===== config.mk =====
export PLATFORM = sky130hd
export DESIGN_NAME = exp_taylor_series
export DESIGN_NICKNAME = d
export VERILOG_FILES = /design/src/rtl/expts_pkg.sv /design/src/rtl/exp_taylor_series.sv
export SDC_FILE = /design/constraint.sdc
export NUM_CORES = 2
export LEC_CHECK = 0
export BUFFER_PORTS_ARGS = -buffer_cell sky130_fd_sc_hd__buf_4
export CELL_PAD_IN_SITES_DETAIL_PLACEMENT = 0
export CELL_PAD_IN_SITES_GLOBAL_PLACEMENT = 1
export CORE_MARGIN = 4
export CORE_UTILIZATION = 39
export CTS_CLUSTER_SIZE = 10
export DETAILED_ROUTE_END_ITERATION = 7
export PLACE_DENSITY_LB_ADDON = 0.1
export SETUP_SLACK_MARGIN = 0.5
export SLEW_MARGIN = 20
export SYNTH_ARGS = -nofsm -noshare
export SYNTH_HDL_FRONTEND = slang
export SYNTH_SLANG_ARGS = --single-unit

===== constraint.sdc =====
create_clock -name clk -period 32.8 [get_ports clk]
set_input_delay 1.64 -clock clk [delete_from_list [all_inputs] [get_ports clk]]
set_output_delay 1.64 -clock clk [all_outputs]
set_load 0.01 [all_outputs]

===== src/rtl/expts_pkg.sv =====
// expts_pkg: widths, constants and reset values of the Taylor-series exponential unit.
// No dependencies; imported by exp_taylor_series.
package expts_pkg;

  // Argument and register widths
  localparam int X_W       = 32;            // x in signed Q4.28
  localparam int FRAC_X    = 28;
  localparam int HP_W      = 7;             // highest_power register
  localparam int OUT_W     = 44;            // result in unsigned Q12.32
  localparam int OUT_SHIFT = 8;             // Q23.40 -> Q12.32

  // Series arithmetic
  localparam int SUM_W     = 64;            // signed Q23.40 running sum
  localparam int TMAG_W    = 50;            // term magnitude stays below 2^49
  localparam int MUL_W     = 32;            // shared multiplier operand width
  localparam int HI_W      = TMAG_W;        // upper partial product width
  localparam int Q_W       = 56;            // scaled product before the divide
  localparam int DIV_CHUNK = 8;             // quotient bits per divide cycle
  localparam int DIV_STEPS = Q_W / DIV_CHUNK;
  localparam int DCNT_W    = $clog2(DIV_STEPS);

  // Term count
  localparam int MAX_TERMS = 127;
  localparam int TERM_W    = $clog2(MAX_TERMS + 1);

  localparam logic [HP_W-1:0]  HP_RESET = HP_W'(100);
  localparam logic [SUM_W-1:0] ONE_Q40  = SUM_W'(1) << 40;
  localparam logic [OUT_W-1:0] OUT_MAX  = {OUT_W{1'b1}};

endpackage


===== src/rtl/exp_taylor_series.sv =====
// exp_taylor_series: e^x by a truncated Taylor series on one shared multiplier and a
// radix-256 divider under a small sequencer. Depends on expts_pkg.
//
//  channel | direction | handshake               | payload
//  --------+-----------+-------------------------+--------------------------------------
//  in      | sink      | in_valid / in_stall     | in_x_value (signed Q4.28)
//  out     | source    | out_valid / out_stall   | out_exp_value (Q12.32), out_clamped
//  cfg     | sink      | cfg_valid / cfg_ready   | cfg_highest_power (7 bits)
//
// Sequence: for each of the N = highest_power terms, the shared 32x32 multiplier takes the low
//   and then the upper bits of the term, the scaled product is formed, the divider runs and the
//   term is added; the result register then loads, and the next argument is taken after that.
// Reset: rst_n is synchronous, active low; highest_power returns to 100, the sequencer to idle.
// Stalls: the result register holds one transaction, so a new argument is taken while a
//   result waits; the sequencer only waits at its end if the result register is still full and stalled.
module exp_taylor_series
  import expts_pkg::*;
(
  input  logic                    clk,
  input  logic                    rst_n,
  // argument channel
  input  logic                    in_valid,
  output logic                    in_stall,
  input  logic signed [X_W-1:0]   in_x_value,
  // result channel
  output logic                    out_valid,
  input  logic                    out_stall,
  output logic [OUT_W-1:0]        out_exp_value,
  output logic                    out_clamped,
  // configuration write channel
  input  logic                    cfg_valid,
  output logic                    cfg_ready,
  input  logic [HP_W-1:0]         cfg_highest_power
);

  typedef enum logic [6:0] {
    ST_IDLE  = 7'b0000001,
    ST_MLO   = 7'b0000010,
    ST_MHI   = 7'b0000100,
    ST_QFORM = 7'b0001000,
    ST_DIV   = 7'b0010000,
    ST_ACC   = 7'b0100000,
    ST_DONE  = 7'b1000000
  } state_t;

  state_t              state_r, state_nxt;
  logic [HP_W-1:0]     hp_r, hp_nxt;
  logic                xneg_r, xneg_nxt;
  logic [MUL_W-1:0]    xmag_r, xmag_nxt;
  logic                tneg_r, tneg_nxt;
  logic [TMAG_W-1:0]   tmag_r, tmag_nxt;
  logic [SUM_W-1:0]    sum_r, sum_nxt;
  logic [TERM_W-1:0]   k_r, k_nxt;
  logic [TERM_W-1:0]   n_r, n_nxt;
  logic [2*MUL_W-1:0]  lo_r, lo_nxt;
  logic [HI_W-1:0]     hi_r, hi_nxt;
  logic                pneg_r, pneg_nxt;
  logic [Q_W-1:0]      div_r, div_nxt;
  logic [TERM_W-1:0]   rem_r, rem_nxt;
  logic [DCNT_W-1:0]   dcnt_r, dcnt_nxt;
  logic                out_valid_r, out_valid_nxt;
  logic [OUT_W-1:0]    out_exp_r, out_exp_nxt;
  logic                out_clamp_r, out_clamp_nxt;

  // Shared multiplier: low 32 bits of the term magnitude, then its upper bits.
  logic [MUL_W-1:0]    mul_a;
  logic [2*MUL_W-1:0]  mul_p;

  assign mul_a = (state_r == ST_MLO) ? tmag_r[MUL_W-1:0]
                                     : MUL_W'(tmag_r[TMAG_W-1:MUL_W]);
  assign mul_p = {{MUL_W{1'b0}}, mul_a} * {{MUL_W{1'b0}}, xmag_r};

  // Floor of the scaled product; a negative product rounds its magnitude up.
  logic           prod_neg;
  logic           frac_nz;
  logic [Q_W-1:0] q_form;

  assign prod_neg = (tneg_r != xneg_r) && (|tmag_r) && (|xmag_r);
  assign frac_nz  = |lo_r[FRAC_X-1:0];
  assign q_form   = (Q_W'(hi_r) << (MUL_W - FRAC_X)) + Q_W'(lo_r >> FRAC_X)
                  + Q_W'(prod_neg && frac_nz);

  // Divide by k, one byte of quotient per cycle; the remainder never exceeds k.
  logic [TERM_W:0]      dv_rem;
  logic [DIV_CHUNK-1:0] dv_qb;

  always_comb begin
    dv_rem = {1'b0, rem_r};
    dv_qb  = '0;
    for (int i = 0; i < DIV_CHUNK; i++) begin
      dv_rem = {dv_rem[TERM_W-1:0], div_r[Q_W-1-i]};
      if (dv_rem >= {1'b0, k_r}) begin
        dv_rem = dv_rem - {1'b0, k_r};
        dv_qb[DIV_CHUNK-1-i] = 1'b1;
      end
    end
  end

  // Term sign after the divide, and the sum with the new term applied.
  logic             new_tneg;
  logic [SUM_W-1:0] sum_acc;

  assign new_tneg = pneg_r && (|div_r);
  assign sum_acc  = new_tneg ? (sum_r - SUM_W'(div_r)) : (sum_r + SUM_W'(div_r));

  // Clamp Q23.40 to unsigned Q12.32.
  logic [OUT_W-1:0] res_val;
  logic             res_clamp;

  always_comb begin
    priority if (sum_r[SUM_W-1]) begin
      res_val   = '0;
      res_clamp = 1'b1;
    end else if (|sum_r[SUM_W-2:OUT_W+OUT_SHIFT]) begin
      res_val   = OUT_MAX;
      res_clamp = 1'b1;
    end else begin
      res_val   = sum_r[OUT_W+OUT_SHIFT-1:OUT_SHIFT];
      res_clamp = 1'b0;
    end
  end

  logic in_take;
  logic res_load;
  logic [TERM_W-1:0] n_start;

  assign in_take  = in_valid && (state_r == ST_IDLE);
  assign res_load = (state_r == ST_DONE) && (!out_valid_r || !out_stall);
  assign n_start  = (int'(hp_r) > MAX_TERMS) ? TERM_W'(MAX_TERMS) : TERM_W'(hp_r);

  // Sequencer
  always_comb begin
    state_nxt     = state_r;
    hp_nxt        = hp_r;
    xneg_nxt      = xneg_r;
    xmag_nxt      = xmag_r;
    tneg_nxt      = tneg_r;
    tmag_nxt      = tmag_r;
    sum_nxt       = sum_r;
    k_nxt         = k_r;
    n_nxt         = n_r;
    lo_nxt        = lo_r;
    hi_nxt        = hi_r;
    pneg_nxt      = pneg_r;
    div_nxt       = div_r;
    rem_nxt       = rem_r;
    dcnt_nxt      = dcnt_r;
    out_exp_nxt   = out_exp_r;
    out_clamp_nxt = out_clamp_r;
    out_valid_nxt = out_valid_r && out_stall;

    if (cfg_valid) begin
      hp_nxt = cfg_highest_power;
    end

    unique case (state_r)
      ST_IDLE: begin
        if (in_take) begin
          xneg_nxt = in_x_value[X_W-1];
          xmag_nxt = in_x_value[X_W-1] ? MUL_W'(-in_x_value) : MUL_W'(in_x_value);
          tneg_nxt = 1'b0;
          tmag_nxt = TMAG_W'(ONE_Q40);
          sum_nxt  = ONE_Q40;
          k_nxt    = TERM_W'(1);
          n_nxt    = n_start;
          state_nxt = (n_start == '0) ? ST_DONE : ST_MLO;
        end
      end
      ST_MLO: begin
        lo_nxt    = mul_p;
        state_nxt = ST_MHI;
      end
      ST_MHI: begin
        hi_nxt    = mul_p[HI_W-1:0];
        state_nxt = ST_QFORM;
      end
      ST_QFORM: begin
        div_nxt   = q_form;
        pneg_nxt  = prod_neg;
        rem_nxt   = '0;
        dcnt_nxt  = '0;
        state_nxt = ST_DIV;
      end
      ST_DIV: begin
        div_nxt  = {div_r[Q_W-DIV_CHUNK-1:0], dv_qb};
        rem_nxt  = dv_rem[TERM_W-1:0];
        dcnt_nxt = dcnt_r + DCNT_W'(1);
        if (dcnt_r == DCNT_W'(DIV_STEPS - 1)) begin
          state_nxt = ST_ACC;
        end
      end
      ST_ACC: begin
        tmag_nxt = div_r[TMAG_W-1:0];
        tneg_nxt = new_tneg;
        sum_nxt  = sum_acc;
        if (k_r == n_r) begin
          state_nxt = ST_DONE;
        end else begin
          k_nxt     = k_r + TERM_W'(1);
          state_nxt = ST_MLO;
        end
      end
      ST_DONE: begin
        // hold the finished sum until the result register frees up
        if (res_load) begin
          out_exp_nxt   = res_val;
          out_clamp_nxt = res_clamp;
          out_valid_nxt = 1'b1;
          state_nxt     = ST_IDLE;
        end
      end
      default: begin
        state_nxt = ST_IDLE;
      end
    endcase
  end

  always_ff @(posedge clk) begin
    if (!rst_n) begin
      state_r     <= ST_IDLE;
      hp_r        <= HP_RESET;
      out_valid_r <= 1'b0;
    end else begin
      state_r     <= state_nxt;
      hp_r        <= hp_nxt;
      out_valid_r <= out_valid_nxt;
    end
  end

  always_ff @(posedge clk) begin
    xneg_r      <= xneg_nxt;
    xmag_r      <= xmag_nxt;
    tneg_r      <= tneg_nxt;
    tmag_r      <= tmag_nxt;
    sum_r       <= sum_nxt;
    k_r         <= k_nxt;
    n_r         <= n_nxt;
    lo_r        <= lo_nxt;
    hi_r        <= hi_nxt;
    pneg_r      <= pneg_nxt;
    div_r       <= div_nxt;
    rem_r       <= rem_nxt;
    dcnt_r      <= dcnt_nxt;
    out_exp_r   <= out_exp_nxt;
    out_clamp_r <= out_clamp_nxt;
  end

  assign in_stall      = (state_r != ST_IDLE);
  assign cfg_ready     = 1'b1;
  assign out_valid     = out_valid_r;
  assign out_exp_value = out_exp_r;
  assign out_clamped   = out_clamp_r;

`ifndef SYNTHESIS
  // An accepted argument starts the first term, or goes straight to the result.
  a_start: assert property (@(posedge clk) disable iff (!rst_n)
    in_valid && !in_stall |=> (state_r == ST_MLO || state_r == ST_DONE))
    else $error("sequencer did not start on an accepted argument");

  // The term index stays in 1..N while terms are being built.
  a_k_range: assert property (@(posedge clk) disable iff (!rst_n)
    (state_r == ST_MLO || state_r == ST_ACC) |-> (k_r != '0 && k_r <= n_r))
    else $error("term index out of range");

  // The divider leaves a remainder below the divisor.
  a_rem: assert property (@(posedge clk) disable iff (!rst_n)
    state_r == ST_ACC |-> rem_r < k_r)
    else $error("divider remainder not below k");

  // A new result only appears from the final state.
  a_out_src: assert property (@(posedge clk) disable iff (!rst_n)
    $rose(out_valid) |-> $past(state_r == ST_DONE))
    else $error("result presented outside the final state");

  // A waiting result is never overwritten.
  a_no_overwrite: assert property (@(posedge clk) disable iff (!rst_n)
    out_valid && out_stall |-> state_nxt == state_r || state_r != ST_DONE)
    else $error("finished sum left the final state while the result was stalled");
`endif

endmodule

==> results.py <==
metrics = {
    "worst_hold_path": {
        "min_from": "hp_r[5]$_SDFFE_PN1P_",
        "hold_path.class": "reg2reg",
        "whs_endpoint": "n_r[5]$_DFFE_PP_",
        "min_path_cells": 0,
    },
    "route": {
        "dr.pass1.iters": 7,
        "via_count": 41500,
        "finalWirelength_mm": 185,
        "drt_iter0_drc": 2696,
        "postRouteAntennaNets": 0,
        "viasPerCell": 5.24,
        "wl_per_cell_um": 23.3,
        "drc": 0,
    },
    "synth": {
        "synthesis.nets": 7388,
        "ys_seq_area_frac": 0.211,
        "synth_top_family_by_area": "adder cells",
        "synth_edf_count": 388,
        "async_flop_share": 0,
        "synth_area_mm2": 0.0567,
        "synth-compound-area-share": 0.0752,
        "avgSynthCellArea_um2": 9.43,
        "synthMuxAreaShare": 0.0120,
        "synth_xor_area_frac": 0.0455,
        "ys_ff_latch": 403,
        "synth_cells": 6018,
        "synthAdderAreaFrac": 0.412,
        "ys_warn_count": 0,
        "dominantRegCellSynth": "edfxtp_1",
        "ys_types": 82,
        "synth_simple_gate_area_share": 0.156,
    },
    "sta": {
        "fin_tns_setup_ps": 0,
        "tightest_slew_ps": 1110,
        "rsz0062_at_grt": "no",
        "clock_skew_ps": 27.6,
        "max_slew_margin": 0.253,
        "final-hold-violation-count": 0,
        "min_period_ps": 19090,
        "finalSetupViolCount": 0,
        "fin_crit_sh": 0.582,
        "fin_hold_ws_ps": 466,
        "fmax_ghz": 0.0524,
        "finalMaxSlewViolations": 0,
    },
    "worst_setup_path": {
        "worstPathRequired_ps": 33140,
        "crit_path_start_kind": "flip-flop",
        "cp_max_fo": 12,
        "r2r_slack_ps": 13710,
        "crit_top_cell": "a21o_1",
        "cp-end-kind": "flip-flop",
        "crit_arrival_ps": 19430,
        "reg2reg_depth": 79,
        "r2r-start": "k_r[0]$_SDFFCE_PN1P_",
        "worstSetupPathType": "reg2reg",
        "timing.rr.end": "rem_r[5]$_SDFFCE_PN0P_",
        "critPathSlowestCell": "edfxtp_1",
        "cpPeakStageDelay_ps": 710,
    },
    "global_route": {
        "track_usage": 0.246,
        "grt_overflow": 0,
        "grt_pass1_wl_mm": 282,
        "grt_start_max_net_pins": 74,
        "grt_pass1_vias": 43700,
        "antenna_found_initial": 18,
    },
    "finish": {
        "final_common_cell": "inv_1",
        "drive_gt1_frac": 0.0544,
        "layout_common_cells": "inv_1, nand2_1, fa_1",
        "layout.nets": 7355,
        "area_growth_pct": 7.53,
        "layout.cells.non_filler": 7915,
        "multiInputGateArea_mm2": 0.0398,
        "postLayoutCoreUtil": 0.424,
        "fill_cells": 14400,
        "regArea_mm2": 0.0120,
    },
    "job": {
        "cap_violations": 0,
    },
    "die": {
        "coreArea_mm2": 0.144,
        "die_h_um": 389,
        "core.rowCount": 139,
        "dieArea_mm2": 0.152,
        "initial_core_util": 0.394,
        "die_width_um": 389,
        "ios": 92,
    },
    "placement": {
        "dpl.hpwl_mm": 139,
        "io_buffers": 90,
        "globalplace.congestion": 0.859,
        "dp_cells": 7837,
    },
    "clock_tree": {
        "htree_levels": 2,
        "clock_latency_ps": 610,
        "cts_root_buf": "clkbuf_16",
        "cts_resized": 0,
        "numCtsBuffers": 49,
        "cts_tree": "built",
        "clk_pin_slew_ps": 60,
        "ctsHoldBuffers": 0,
        "postCtsSetupBuffers": 0,
        "clock-sinks": 403,
        "max-clock-path-buffers": 3,
    },
    "run_status": {
        "outcome": "complete, no violations",
    },
}
-- Yosys cell counts (5+ instances only) --
master | n | area share
xor2_1 | 140 | 0.022
mux2i_1 | 21 | 0.0037
edfxtp_1 | 388 | 0.21
o21a_1 | 26 | 0.0034
o21bai_1 | 30 | 0.0040
nor4_1 | 47 | 0.0052
a211oi_1 | 9 | 0.0012
nand2b_1 | 49 | 0.0054
a21boi_0 | 6 | 0.00079
fa_1 | 905 | 0.32
nand2_1 | 975 | 0.065
nand4_1 | 37 | 0.0041
o31ai_1 | 26 | 0.0034
buf_1 | 7 | 0.00046
o41ai_1 | 11 | 0.0017
a21oi_1 | 196 | 0.017
dfxtp_1 | 15 | 0.0053
or3_1 | 15 | 0.0017
nor3b_1 | 10 | 0.0013
and3_1 | 123 | 0.014
mux2_2 | 37 | 0.0073
o211ai_1 | 10 | 0.0013
or2_2 | 10 | 0.0011
and2_1 | 213 | 0.023
clkbuf_1 | 266 | 0.018
inv_1 | 1055 | 0.070
xnor2_1 | 155 | 0.024
a21o_1 | 94 | 0.012
nor3_1 | 37 | 0.0033
a221oi_1 | 6 | 0.00093
or4_1 | 11 | 0.0015
ha_1 | 421 | 0.093
a31oi_1 | 24 | 0.0026
nor2_1 | 292 | 0.019
o21ai_0 | 169 | 0.015
a211o_1 | 10 | 0.0015
nand3_1 | 44 | 0.0039
nor2b_1 | 41 | 0.0045
a2111oi_0 | 5 | 0.00077
-- critical path: cells and delay by family (launching register included) --
| family | cells | cell delay, ps |
|---|---|---|
| buffers and inverters | 2 | 150 |
| adder cells (fa/ha/maj) | 9 | 3250 |
| AO/OA/AOI/OAI | 40 | 7770 |
| AND/OR/NAND/NOR | 22 | 5010 |
| flip-flops | 1 | 710 |
| multiplexers | 6 | 1900 |
-- kinds of logic (layout without fill, tap and decap cells) --
group | after synthesis | in the layout
fa+ha+maj | 1326 | 1326
other cells | 1 | 6
compound gates | 675 | 675
buf+inv | 1335 | 1324
xor+xnor | 295 | 295
simple gates | 1922 | 1922
mux | 61 | 61
flops | 403 | 403
-- how the worst max path moves through the flow --
stage	from	endpoint
after floorplan	k_r[1]$_SDFFCE_PN0P_	rem_r[1]$_SDFFCE_PN0P_
after global placement	k_r[1]$_SDFFCE_PN0P_	rem_r[2]$_SDFFCE_PN0P_
after detailed placement	k_r[0]$_SDFFCE_PN1P_	rem_r[5]$_SDFFCE_PN0P_
after CTS	k_r[0]$_SDFFCE_PN1P_	rem_r[5]$_SDFFCE_PN0P_
after global routing	k_r[0]$_SDFFCE_PN1P_	rem_r[3]$_SDFFCE_PN0P_
final	k_r[0]$_SDFFCE_PN1P_	rem_r[5]$_SDFFCE_PN0P_
-- routing by layer --
metal	up-vias	track usage	routed length, um
li1	19000	-	-
met1	21400	0.337	80300
met2	981	0.423	89900
met3	156	0.0323	11100
met4	4	0.0420	3330
met5	-	0	24
-- state kept, by name, summed over array words and instances (netlist names), 3 cells and up --
register / count
n_r: 7
tmag_r: 50
dcnt_r: 3
state_r: 7
sum_r: 64
rem_r: 7
k_r: 7
lo_r: 64
hp_r: 7
hi_r: 50
div_r: 56
out_exp_value: 44
xmag_r: 32
-- through the flow --
| stage | area, um2 | setup WS, ps |
|---|---|---|
| final | 61000 | 13710 |
| after floorplan | 56700 | 16690 |
| after CTS | 61000 | 13500 |
| after global placement | 59600 | 13450 |
| after detailed placement | 59600 | 13620 |
| after global routing | 61000 | 11900 |
-- layout make-up --
type / instances / share of cell area
Multi-Input combinational cell: 4280 / 0.653
Sequential cell: 403 / 0.196
Inverter: 1056 / 0.0650
Tap cell: 1903 / 0.0390
Timing Repair Buffer: 195 / 0.0240
Clock buffer: 63 / 0.0215
Clock inverter: 10 / 0.00183
Antenna cell: 5 / 0.000205
Power is left out: the tool's default activity adds up to more than one toggle a clock period on the data nets, which glitch-free logic cannot reach.
